--- src/sv/lfr_pkg.sv ---
`timescale 1ns / 1ps

package lfr_pkg;

    localparam int BYTE_W = 8;
    localparam int CFG_DATA_W = 64;
    localparam int CFG_INDEX_W = 3;
    localparam int CTRL_CODES = 8;
    localparam int PHASE_W = 3;
    localparam int QUEUE_DEPTH = 2;
    localparam int QUEUE_PTR_W = $clog2(QUEUE_DEPTH);
    localparam int QUEUE_CNT_W = $clog2(QUEUE_DEPTH + 1);

    localparam logic [CFG_INDEX_W-1:0] REG_FLAG_VALUE       = 3'd0;
    localparam logic [CFG_INDEX_W-1:0] REG_SENDER_ADDRESS   = 3'd1;
    localparam logic [CFG_INDEX_W-1:0] REG_RECEIVER_ADDRESS = 3'd2;
    localparam logic [CFG_INDEX_W-1:0] REG_CONTROL_CODES    = 3'd3;
    localparam logic [CFG_INDEX_W-1:0] REG_CONTROL_NINTH    = 3'd4;

    localparam logic [BYTE_W-1:0]     FLAG_VALUE_RESET       = 8'd126;
    localparam logic [BYTE_W-1:0]     SENDER_ADDRESS_RESET   = 8'd3;
    localparam logic [BYTE_W-1:0]     RECEIVER_ADDRESS_RESET = 8'd1;
    localparam logic [CFG_DATA_W-1:0] CONTROL_CODES_RESET    = 64'd423883291691779;
    localparam logic [BYTE_W-1:0]     CONTROL_NINTH_RESET    = 8'd64;

    localparam logic [PHASE_W-1:0] PHASE_IDLE    = 3'd0;
    localparam logic [PHASE_W-1:0] PHASE_FLAG    = 3'd1;
    localparam logic [PHASE_W-1:0] PHASE_ADDRESS = 3'd2;
    localparam logic [PHASE_W-1:0] PHASE_CONTROL = 3'd3;
    localparam logic [PHASE_W-1:0] PHASE_CHECKED = 3'd4;
    localparam logic [PHASE_W-1:0] PHASE_DATA    = 3'd5;
    localparam logic [PHASE_W-1:0] PHASE_DONE    = 3'd6;

    typedef enum logic [5:0] {
        ST_IDLE    = 6'b000001,
        ST_FLAG    = 6'b000010,
        ST_ADDRESS = 6'b000100,
        ST_CONTROL = 6'b001000,
        ST_CHECKED = 6'b010000,
        ST_DATA    = 6'b100000
    } frame_state_t;

    typedef struct packed {
        logic [BYTE_W-1:0] rx_byte;
        logic              is_flag;
        logic              is_address;
        logic              is_control;
    } class_entry_t;

    typedef struct packed {
        logic [PHASE_W-1:0] frame_phase;
        logic               store_valid;
        logic [BYTE_W-1:0]  store_position;
        logic [BYTE_W-1:0]  store_value;
        logic               frame_done;
        logic               overflow;
    } frame_result_t;

endpackage

--- src/sv/lfr_classify.sv ---
`timescale 1ns / 1ps

module lfr_classify (
    input  logic                                  aclk,
    input  logic                                  aresetn,
    input  logic                                  cfg_we,
    input  logic [lfr_pkg::CFG_INDEX_W-1:0]       cfg_index,
    input  logic [lfr_pkg::CFG_DATA_W-1:0]        cfg_data,
    input  logic [lfr_pkg::BYTE_W-1:0]            rx_byte,
    output lfr_pkg::class_entry_t                 entry
);

    logic [lfr_pkg::BYTE_W-1:0]     flag_value_reg;
    logic [lfr_pkg::BYTE_W-1:0]     sender_address_reg;
    logic [lfr_pkg::BYTE_W-1:0]     receiver_address_reg;
    logic [lfr_pkg::CFG_DATA_W-1:0] control_codes_reg;
    logic [lfr_pkg::BYTE_W-1:0]     control_ninth_reg;
    logic [lfr_pkg::CTRL_CODES-1:0] code_hit;

    always_ff @(posedge aclk) begin
        if (!aresetn) begin
            flag_value_reg       <= lfr_pkg::FLAG_VALUE_RESET;
            sender_address_reg   <= lfr_pkg::SENDER_ADDRESS_RESET;
            receiver_address_reg <= lfr_pkg::RECEIVER_ADDRESS_RESET;
            control_codes_reg    <= lfr_pkg::CONTROL_CODES_RESET;
            control_ninth_reg    <= lfr_pkg::CONTROL_NINTH_RESET;
        end else if (cfg_we) begin
            case (cfg_index)
                lfr_pkg::REG_FLAG_VALUE: begin
                    flag_value_reg <= cfg_data[lfr_pkg::BYTE_W-1:0];
                end
                lfr_pkg::REG_SENDER_ADDRESS: begin
                    sender_address_reg <= cfg_data[lfr_pkg::BYTE_W-1:0];
                end
                lfr_pkg::REG_RECEIVER_ADDRESS: begin
                    receiver_address_reg <= cfg_data[lfr_pkg::BYTE_W-1:0];
                end
                lfr_pkg::REG_CONTROL_CODES: begin
                    control_codes_reg <= cfg_data;
                end
                lfr_pkg::REG_CONTROL_NINTH: begin
                    control_ninth_reg <= cfg_data[lfr_pkg::BYTE_W-1:0];
                end
                default: begin
                end
            endcase
        end
    end

    always_comb begin
        for (int k = 0; k < lfr_pkg::CTRL_CODES; k++) begin
            code_hit[k] = (control_codes_reg[k*lfr_pkg::BYTE_W +: lfr_pkg::BYTE_W] == rx_byte);
        end
    end

    always_comb begin
        entry.rx_byte    = rx_byte;
        entry.is_flag    = (rx_byte == flag_value_reg);
        entry.is_address = (rx_byte == sender_address_reg) ||
                           (rx_byte == receiver_address_reg);
        entry.is_control = (|code_hit) || (rx_byte == control_ninth_reg);
    end

endmodule

--- src/sv/lfr_queue.sv ---
`timescale 1ns / 1ps

module lfr_queue (
    input  logic                  aclk,
    input  logic                  aresetn,
    input  logic                  push,
    input  lfr_pkg::class_entry_t push_entry,
    output logic                  full,
    input  logic                  pop,
    output logic                  not_empty,
    output lfr_pkg::class_entry_t head_entry
);

    lfr_pkg::class_entry_t                slot_reg [lfr_pkg::QUEUE_DEPTH];
    logic [lfr_pkg::QUEUE_PTR_W-1:0]      wr_ptr_reg;
    logic [lfr_pkg::QUEUE_PTR_W-1:0]      rd_ptr_reg;
    logic [lfr_pkg::QUEUE_CNT_W-1:0]      count_reg;

    assign full       = (count_reg == lfr_pkg::QUEUE_CNT_W'(lfr_pkg::QUEUE_DEPTH));
    assign not_empty  = (count_reg != '0);
    assign head_entry = slot_reg[rd_ptr_reg];

    always_ff @(posedge aclk) begin
        if (push) begin
            slot_reg[wr_ptr_reg] <= push_entry;
        end
    end

    always_ff @(posedge aclk) begin
        if (!aresetn) begin
            wr_ptr_reg <= '0;
            rd_ptr_reg <= '0;
            count_reg  <= '0;
        end else begin
            if (push) begin
                wr_ptr_reg <= wr_ptr_reg + 1'b1;
            end
            if (pop) begin
                rd_ptr_reg <= rd_ptr_reg + 1'b1;
            end
            if (push && !pop) begin
                count_reg <= count_reg + 1'b1;
            end else if (pop && !push) begin
                count_reg <= count_reg - 1'b1;
            end
        end
    end

endmodule

--- src/sv/lfr_sequencer.sv ---
`timescale 1ns / 1ps

module lfr_sequencer #(
    parameter int FRAME_CAPACITY = 256
) (
    input  logic                  aclk,
    input  logic                  aresetn,
    input  logic                  entry_valid,
    input  lfr_pkg::class_entry_t entry,
    output logic                  entry_pop,
    output logic                  result_valid,
    input  logic                  result_ready,
    output lfr_pkg::frame_result_t result
);

    localparam int POS_W = $clog2(FRAME_CAPACITY + 1);
    localparam logic [POS_W-1:0] CAPACITY = POS_W'(FRAME_CAPACITY);

    lfr_pkg::frame_state_t           state_reg, state_next;
    logic [POS_W-1:0]                position_reg, position_next;
    logic [lfr_pkg::BYTE_W-1:0]      address_reg, address_next;
    logic [lfr_pkg::BYTE_W-1:0]      control_reg, control_next;
    logic                            valid_reg, valid_next;
    lfr_pkg::frame_result_t          result_reg, result_next;

    logic                            store;
    logic [lfr_pkg::PHASE_W-1:0]     target;
    logic [POS_W+lfr_pkg::BYTE_W-1:0] position_ext;

    assign entry_pop    = entry_valid && (!valid_reg || result_ready);
    assign result_valid = valid_reg;
    assign result       = result_reg;
    assign position_ext = (POS_W + lfr_pkg::BYTE_W)'(position_reg);

    always_comb begin
        store  = 1'b0;
        target = lfr_pkg::PHASE_IDLE;
        case (state_reg)
            lfr_pkg::ST_IDLE: begin
                if (entry.is_flag) begin
                    store  = 1'b1;
                    target = lfr_pkg::PHASE_FLAG;
                end
            end
            lfr_pkg::ST_FLAG: begin
                if (entry.is_flag) begin
                    target = lfr_pkg::PHASE_FLAG;
                end else if (entry.is_address) begin
                    store  = 1'b1;
                    target = lfr_pkg::PHASE_ADDRESS;
                end
            end
            lfr_pkg::ST_ADDRESS: begin
                if (entry.is_flag) begin
                    target = lfr_pkg::PHASE_FLAG;
                end else if (entry.is_control) begin
                    store  = 1'b1;
                    target = lfr_pkg::PHASE_CONTROL;
                end
            end
            lfr_pkg::ST_CONTROL: begin
                if (entry.is_flag) begin
                    target = lfr_pkg::PHASE_FLAG;
                end else if ((address_reg ^ control_reg) == entry.rx_byte) begin
                    store  = 1'b1;
                    target = lfr_pkg::PHASE_CHECKED;
                end
            end
            lfr_pkg::ST_CHECKED, lfr_pkg::ST_DATA: begin
                store  = 1'b1;
                target = entry.is_flag ? lfr_pkg::PHASE_DONE : lfr_pkg::PHASE_DATA;
            end
            default: begin
            end
        endcase
    end

    always_comb begin
        state_next    = state_reg;
        position_next = position_reg;
        address_next  = address_reg;
        control_next  = control_reg;
        result_next   = result_reg;
        valid_next    = valid_reg;

        if (result_ready) begin
            valid_next = 1'b0;
        end

        if (entry_pop) begin
            valid_next              = 1'b1;
            result_next             = '0;
            state_next              = lfr_pkg::ST_IDLE;
            position_next           = '0;
            if (store) begin
                if (position_reg >= CAPACITY) begin
                    result_next.overflow = 1'b1;
                end else begin
                    result_next.store_valid    = 1'b1;
                    result_next.store_position = position_ext[lfr_pkg::BYTE_W-1:0];
                    result_next.store_value    = entry.rx_byte;
                    result_next.frame_phase    = target;
                    position_next              = position_reg + 1'b1;
                    case (target)
                        lfr_pkg::PHASE_FLAG: begin
                            state_next = lfr_pkg::ST_FLAG;
                        end
                        lfr_pkg::PHASE_ADDRESS: begin
                            state_next   = lfr_pkg::ST_ADDRESS;
                            address_next = entry.rx_byte;
                        end
                        lfr_pkg::PHASE_CONTROL: begin
                            state_next   = lfr_pkg::ST_CONTROL;
                            control_next = entry.rx_byte;
                        end
                        lfr_pkg::PHASE_CHECKED: begin
                            state_next = lfr_pkg::ST_CHECKED;
                        end
                        lfr_pkg::PHASE_DATA: begin
                            state_next = lfr_pkg::ST_DATA;
                        end
                        default: begin
                            result_next.frame_done = 1'b1;
                            state_next             = lfr_pkg::ST_IDLE;
                            position_next          = '0;
                        end
                    endcase
                end
            end else if (target == lfr_pkg::PHASE_FLAG) begin
                result_next.frame_phase = lfr_pkg::PHASE_FLAG;
                state_next              = lfr_pkg::ST_FLAG;
                position_next           = POS_W'(1);
            end
        end
    end

    always_ff @(posedge aclk) begin
        if (!aresetn) begin
            state_reg    <= lfr_pkg::ST_IDLE;
            position_reg <= '0;
            address_reg  <= '0;
            control_reg  <= '0;
            valid_reg    <= 1'b0;
        end else begin
            state_reg    <= state_next;
            position_reg <= position_next;
            address_reg  <= address_next;
            control_reg  <= control_next;
            valid_reg    <= valid_next;
        end
    end

    always_ff @(posedge aclk) begin
        result_reg <= result_next;
    end

endmodule

--- src/sv/link_frame_receiver_core.sv ---
`timescale 1ns / 1ps
// Byte-serial receiver for flag-delimited link frames.
// Input channel s_valid/s_ready/s_rx_byte takes one received byte per
// transaction. Every byte yields exactly one transaction on the result
// channel m_valid/m_ready: frame phase, store flag, position and value,
// frame completion and overflow.
// The front classifies each byte against the configured flag, addresses and
// control codes and writes it to a two-entry queue; the back runs the frame
// state machine and loads the result register.
// An accepted byte is stored in the queue, then its result is registered.
// Throughput: one byte per cycle while m_ready is high; a held result stalls it.
// Configuration is written through cfg_we/cfg_index/cfg_data; the user must
// write only while idle (not enforced); indexes beyond the list are ignored.
// Reset (aresetn low, synchronous) restores default codes, empties the
// queue, drops any pending result and returns the frame machine to idle.
// When m_ready is low the result holds; the queue absorbs up to two more
// bytes before s_ready drops.
module link_frame_receiver_core #(
    parameter int FRAME_CAPACITY = 256
) (
    input  logic                               aclk,
    input  logic                               aresetn,
    input  logic                               cfg_we,
    input  logic [lfr_pkg::CFG_INDEX_W-1:0]    cfg_index,
    input  logic [lfr_pkg::CFG_DATA_W-1:0]     cfg_data,
    input  logic                               s_valid,
    output logic                               s_ready,
    input  logic [lfr_pkg::BYTE_W-1:0]         s_rx_byte,
    output logic                               m_valid,
    input  logic                               m_ready,
    output logic [lfr_pkg::PHASE_W-1:0]        m_frame_phase,
    output logic                               m_store_valid,
    output logic [lfr_pkg::BYTE_W-1:0]         m_store_position,
    output logic [lfr_pkg::BYTE_W-1:0]         m_store_value,
    output logic                               m_frame_done,
    output logic                               m_overflow
);

    lfr_pkg::class_entry_t  front_entry;
    lfr_pkg::class_entry_t  head_entry;
    lfr_pkg::frame_result_t result;
    logic                   queue_full;
    logic                   queue_not_empty;
    logic                   queue_pop;
    logic                   push;

    assign s_ready = !queue_full;
    assign push    = s_valid && s_ready;

    lfr_classify u_classify (
        .aclk      (aclk),
        .aresetn   (aresetn),
        .cfg_we    (cfg_we),
        .cfg_index (cfg_index),
        .cfg_data  (cfg_data),
        .rx_byte   (s_rx_byte),
        .entry     (front_entry)
    );

    lfr_queue u_queue (
        .aclk       (aclk),
        .aresetn    (aresetn),
        .push       (push),
        .push_entry (front_entry),
        .full       (queue_full),
        .pop        (queue_pop),
        .not_empty  (queue_not_empty),
        .head_entry (head_entry)
    );

    lfr_sequencer #(
        .FRAME_CAPACITY (FRAME_CAPACITY)
    ) u_sequencer (
        .aclk         (aclk),
        .aresetn      (aresetn),
        .entry_valid  (queue_not_empty),
        .entry        (head_entry),
        .entry_pop    (queue_pop),
        .result_valid (m_valid),
        .result_ready (m_ready),
        .result       (result)
    );

    assign m_frame_phase    = result.frame_phase;
    assign m_store_valid    = result.store_valid;
    assign m_store_position = result.store_position;
    assign m_store_value    = result.store_value;
    assign m_frame_done     = result.frame_done;
    assign m_overflow       = result.overflow;

endmodule
--- config.mk ---
export PLATFORM = sky130hd
export DESIGN_NAME = link_frame_receiver_core
export DESIGN_NICKNAME = d
export VERILOG_FILES = /design/src/sv/lfr_pkg.sv /design/src/sv/lfr_classify.sv /design/src/sv/lfr_queue.sv /design/src/sv/lfr_sequencer.sv /design/src/sv/link_frame_receiver_core.sv
export SDC_FILE = /design/constraint.sdc
export NUM_CORES = 1
export LEC_CHECK = 0
export CAP_MARGIN = 20
export CORE_ASPECT_RATIO = 0.7
export CORE_MARGIN = 4
export CORE_UTILIZATION = 35
export DETAILED_ROUTE_END_ITERATION = 10
export DONT_BUFFER_PORTS = 1
export HOLD_SLACK_MARGIN = 0.12
export PLACE_DENSITY = 0.6
export SLEW_MARGIN = 20
export SYNTH_ARGS = -nofsm -noshare
export SYNTH_HDL_FRONTEND = slang
export SYNTH_SLANG_ARGS = --single-unit
--- constraint.sdc ---
create_clock -name aclk -period 2.16 [get_ports aclk]
set_input_delay 0.216 -clock aclk [delete_from_list [all_inputs] [get_ports aclk]]
set_output_delay 0.216 -clock aclk [all_outputs]
set_load 0.005 [all_outputs]
==> key figures <==
Power
  – Sw frac: 0.301
  – Net switching power: 0.00278 W
  – Clk pwr share: 0.333
  – Int Pwr: 0.00645 W
  – Pwr Density: 910 nW/um^2
  – LEAKAGE: 3.68 nW
  – Flop pwr share: 0.446
  – VDD IR max: 571 uV
  – Logic pwr share: 0.221
  – Total power: 0.00923 W

Routing
  – Detailed Routing Iterations Pass 1: 4
  – Routed len/inst: 17.1 um
  – DR iter-0 viols: 440
  – Final ANT Viol Nets: 0
  – DR DRC count: 0
  – Routed vias: 6470
  – Vias per cell: 5.05
  – WL final: 21800 um

Die
  – Starting Density: 0.360
  – I/O Pins: 104
  – CORE AREA: 21900 sq um
  – Die ar.: 25100 sq um
  – Std-Cell Rows: 45
  – Die height: 134 um
  – Overall die width: 188 um

Timing
  – Peak Freq: 446 MHz
  – Clock Skews: 0.0123 ns
  – Fin. max-slew vios: 0
  – Worst Tran Pin Value: 0.674 ns
  – RSZ-0062 raised after global routing: yes
  – Final Hold Violating Endpoints: 0
  – Min Tclk post-route: 2.24 ns
  – Setup ws final: -0.0832 ns
  – Part of the cycle the worst path needs: 1.04
  – Final setup violating endpoints: 14
  – Max_slew headroom: 0.550

Run status
  – Status: complete, but fails checks
  – Violations in the final reports: setup timing

Synthesis
  – Post-Synth XOR/XNOR Area: 0.132
  – Ys Warns: 0
  – Simple-Gate Fraction of Synth Area: 0.208
  – Largest family of logic cells by synthesized area: simple AND/OR/NAND/NOR gates
  – EDFF count, synth: 44
  – Register area share after synthesis: 0.505
  – Syn Nets: 964
  – Mux cell area share after synthesis: 0.0189
  – Asr flop ratio synth: 0
  – Synth Instances: 881
  – FF+latch count, synth: 177
  – Syn Area/Cell: 8.96 sq um
  – Distinct cells, synth: 48
  – Synthesized area: 7900 sq um
  – Synth Area in Adders: 0.00475
  – Main synth FF type: dfxtp_1
  – Post-synthesis compound-gate area fraction: 0.0983

Worst setup path
  – CP max-delay cell: dfxtp_4
  – Setup CP Type: reg -> reg
  – Critical path data required time: 2.49 ns
  – Worst Path Max Fanout: 5
  – Critical path's largest stage delay: 0.39 ns
  – Worst Setup End Kind: register
  – Critical-path cell list: buf_12, mux2i_4, xnor2_2, nor4_2, nand4_1, a21o_1, inv_4, nand2_1, a31o_2
  – CP startpoint kind: register
  – Arrival @ worst endpoint: 2.57 ns

CTS
  – Skew-Pair Late Insertion Delay: 0.43 ns
  – TritonCTS clock tree: done
  – Clk root buf: clkbuf_16
  – TritonCTS Buffers: 17
  – CTS Sinks: 177
  – # H-tree levels: 4
  – Clock transition at path regs: 0.07 ns
  – CTS Buffer Depth: 2

GRT
  – Global-route wire length before repair: 35100 um
  – Initial antenna violation count: 0
  – Grt ovf: 0
  – Vias in the first global route: 6534
  – Total GRT Usage: 0.175
  – Largest net degree at the start of global routing: 65

Layout
  – Cell Count, Final, Fillers Out: 1280
  – Area occupied by multi-input gates: 3780 sq um
  – Utilization after layout: 0.463
  – Layout cell share with drive strength beyond 1: 0.111
  – Max reg flops: 64
  – Ant. Diodes: 0
  – P&R area growth vs syn: 28.4%
  – Layout net count: 1068
  – Design area: 10100 sq um
  – Sequential cell area: 3990 sq um
  – Filler cell count in the final layout: 2022

Placed design
  – Place WS: -0.113 ns
  – Cells after DPL: 1143
  – Placed cell area: 8350 sq um
  – Gpl congestion: 0.792
  – # port buffers: 0
  – HPWL Detailed: 13300 um

Flow run
  – Max-Cap Viols: 0

Hold path
  – Worst min path class: in -> reg
==> worst paths after layout <==
| check | cells past startpoint | slack, ns | from | endpoint |
|---|---|---|---|---|
| min reg2reg | 2 | 0.47 | u_classify.control_codes_reg[43]$_SDFFE_PN0P_ | u_classify.control_codes_reg[43]$_SDFFE_PN0P_ |
| max reg2reg | 9 | -0.08 | register | u_sequencer.state_reg[0]$_SDFFE_PN1P_ |
| max | 9 | -0.08 | register | u_sequencer.state_reg[0]$_SDFFE_PN1P_ |
| min | 4 | 0.12 | cfg_index[1] | u_classify.receiver_address_reg[4]$_SDFFE_PN0P_ |
==> timing repair <==
item	CTS	global route
pin swaps	8	19
resized for setup	8	30
endpoints found under the setup margin	28	51
cloned	1	1
hold buffers	95	0
endpoints found under the hold margin	135	0
setup buffers	3	6
==> power by group through the flow <==
stage	registers, W	logic, W	clock network [W]
6_report	0.00411	0.00204	0.00307
5_1_grt	0.00415	0.00224	0.00327
4_1_cts	0.00411	0.00188	0.00313
3_5_place_dp	0.00417	0.00159	0
3_3_place_gp	0.00418	0.00158	0
2_1_floorplan	0.00410	0.00111	0
==> layout by cell type (no fill, tap or decap), types with 5 or more instances in the layout <==
| master | Yosys | final |
|---|---|---|
| edfxtp_1 | 44 | 44 |
| xor2_1 | 52 | 52 |
| xnor2_1 | 67 | 65 |
| dlygate4sd3_1 | 0 | 94 |
| inv_6 | 0 | 6 |
| a211oi_1 | 9 | 7 |
| buf_12 | 0 | 7 |
| inv_8 | 0 | 5 |
| nand2b_1 | 8 | 8 |
| inv_1 | 10 | 10 |
| nand2_1 | 212 | 210 |
| nand4_1 | 20 | 20 |
| o21ai_0 | 18 | 14 |
| nor3_1 | 7 | 6 |
| buf_4 | 0 | 29 |
| dfxtp_1 | 133 | 132 |
| and3_1 | 9 | 7 |
| nor2_1 | 47 | 45 |
| nor4_1 | 12 | 11 |
| nand3_1 | 44 | 42 |
| a21boi_0 | 12 | 11 |
| clkbuf_16 | 0 | 17 |
| a21oi_1 | 73 | 72 |
==> critical path, delay by kind of cell (launching register included) <==
kind | cells | cell delay, ns
simple gates | 3 | 0.64
compound gates | 2 | 0.53
flops | 1 | 0.39
mux | 1 | 0.25
buf+inv | 2 | 0.24
xor+xnor | 1 | 0.09
==> cell families (layout without fill, tap and decap cells) <==
family | Yosys count | count (layout)
mux | 12 | 12
simple gates | 375 | 375
flops | 177 | 177
xor+xnor | 119 | 119
buf+inv | 63 | 180
compound gates | 132 | 132
fa+ha+maj | 3 | 3
==> metrics by stage <==
step	hold slack, ns	setup TNS [ns]
2_1_floorplan	0.315	0
3_3_place_gp	0.304	-0.247
3_5_place_dp	0.302	-1.09
4_1_cts	0.123	-0.0286
5_1_grt	0.139	-4.80
6_report	0.121	-0.329
==> cell type report <==
type | count | share of cell area
clock inverters | 14 | 0.0136
well taps | 282 | 0.0348
multi-input cells | 641 | 0.373
repair buffers | 136 | 0.138
inverters | 12 | 0.00469
flip-flops and latches | 177 | 0.393
clock buffers | 18 | 0.0433
==> per-layer routing <==
layer | track usage | share of wire | vias to the layer above
li1 | - | - | 3169
met1 | 0.246 | 0.48 | 3091
met2 | 0.275 | 0.45 | 185
met3 | 0.0419 | 0.061 | 25
met4 | 0.0407 | 0.013 | 0
met5 | 0 | 0 | -
==> synthesized netlist by cell type, types with 6 or more instances <==
| library cell | count | area share |
|---|---|---|
| a211oi_1 | 9 | 0.0086 |
| a21boi_0 | 12 | 0.011 |
| a21oi_1 | 73 | 0.046 |
| and3_1 | 9 | 0.0071 |
| buf_1 | 8 | 0.0038 |
| clkbuf_1 | 38 | 0.018 |
| dfxtp_1 | 133 | 0.34 |
| edfxtp_1 | 44 | 0.17 |
| inv_1 | 10 | 0.0048 |
| mux2i_1 | 6 | 0.0076 |
| nand2_1 | 212 | 0.10 |
| nand2b_1 | 8 | 0.0063 |
| nand3_1 | 44 | 0.028 |
| nand4_1 | 20 | 0.016 |
| nor2_1 | 47 | 0.022 |
| nor3_1 | 7 | 0.0044 |
| nor4_1 | 12 | 0.0095 |
| o21ai_0 | 18 | 0.011 |
| xnor2_1 | 67 | 0.074 |
| xor2_1 | 52 | 0.058 |
(Power assumes the default switching activity.)
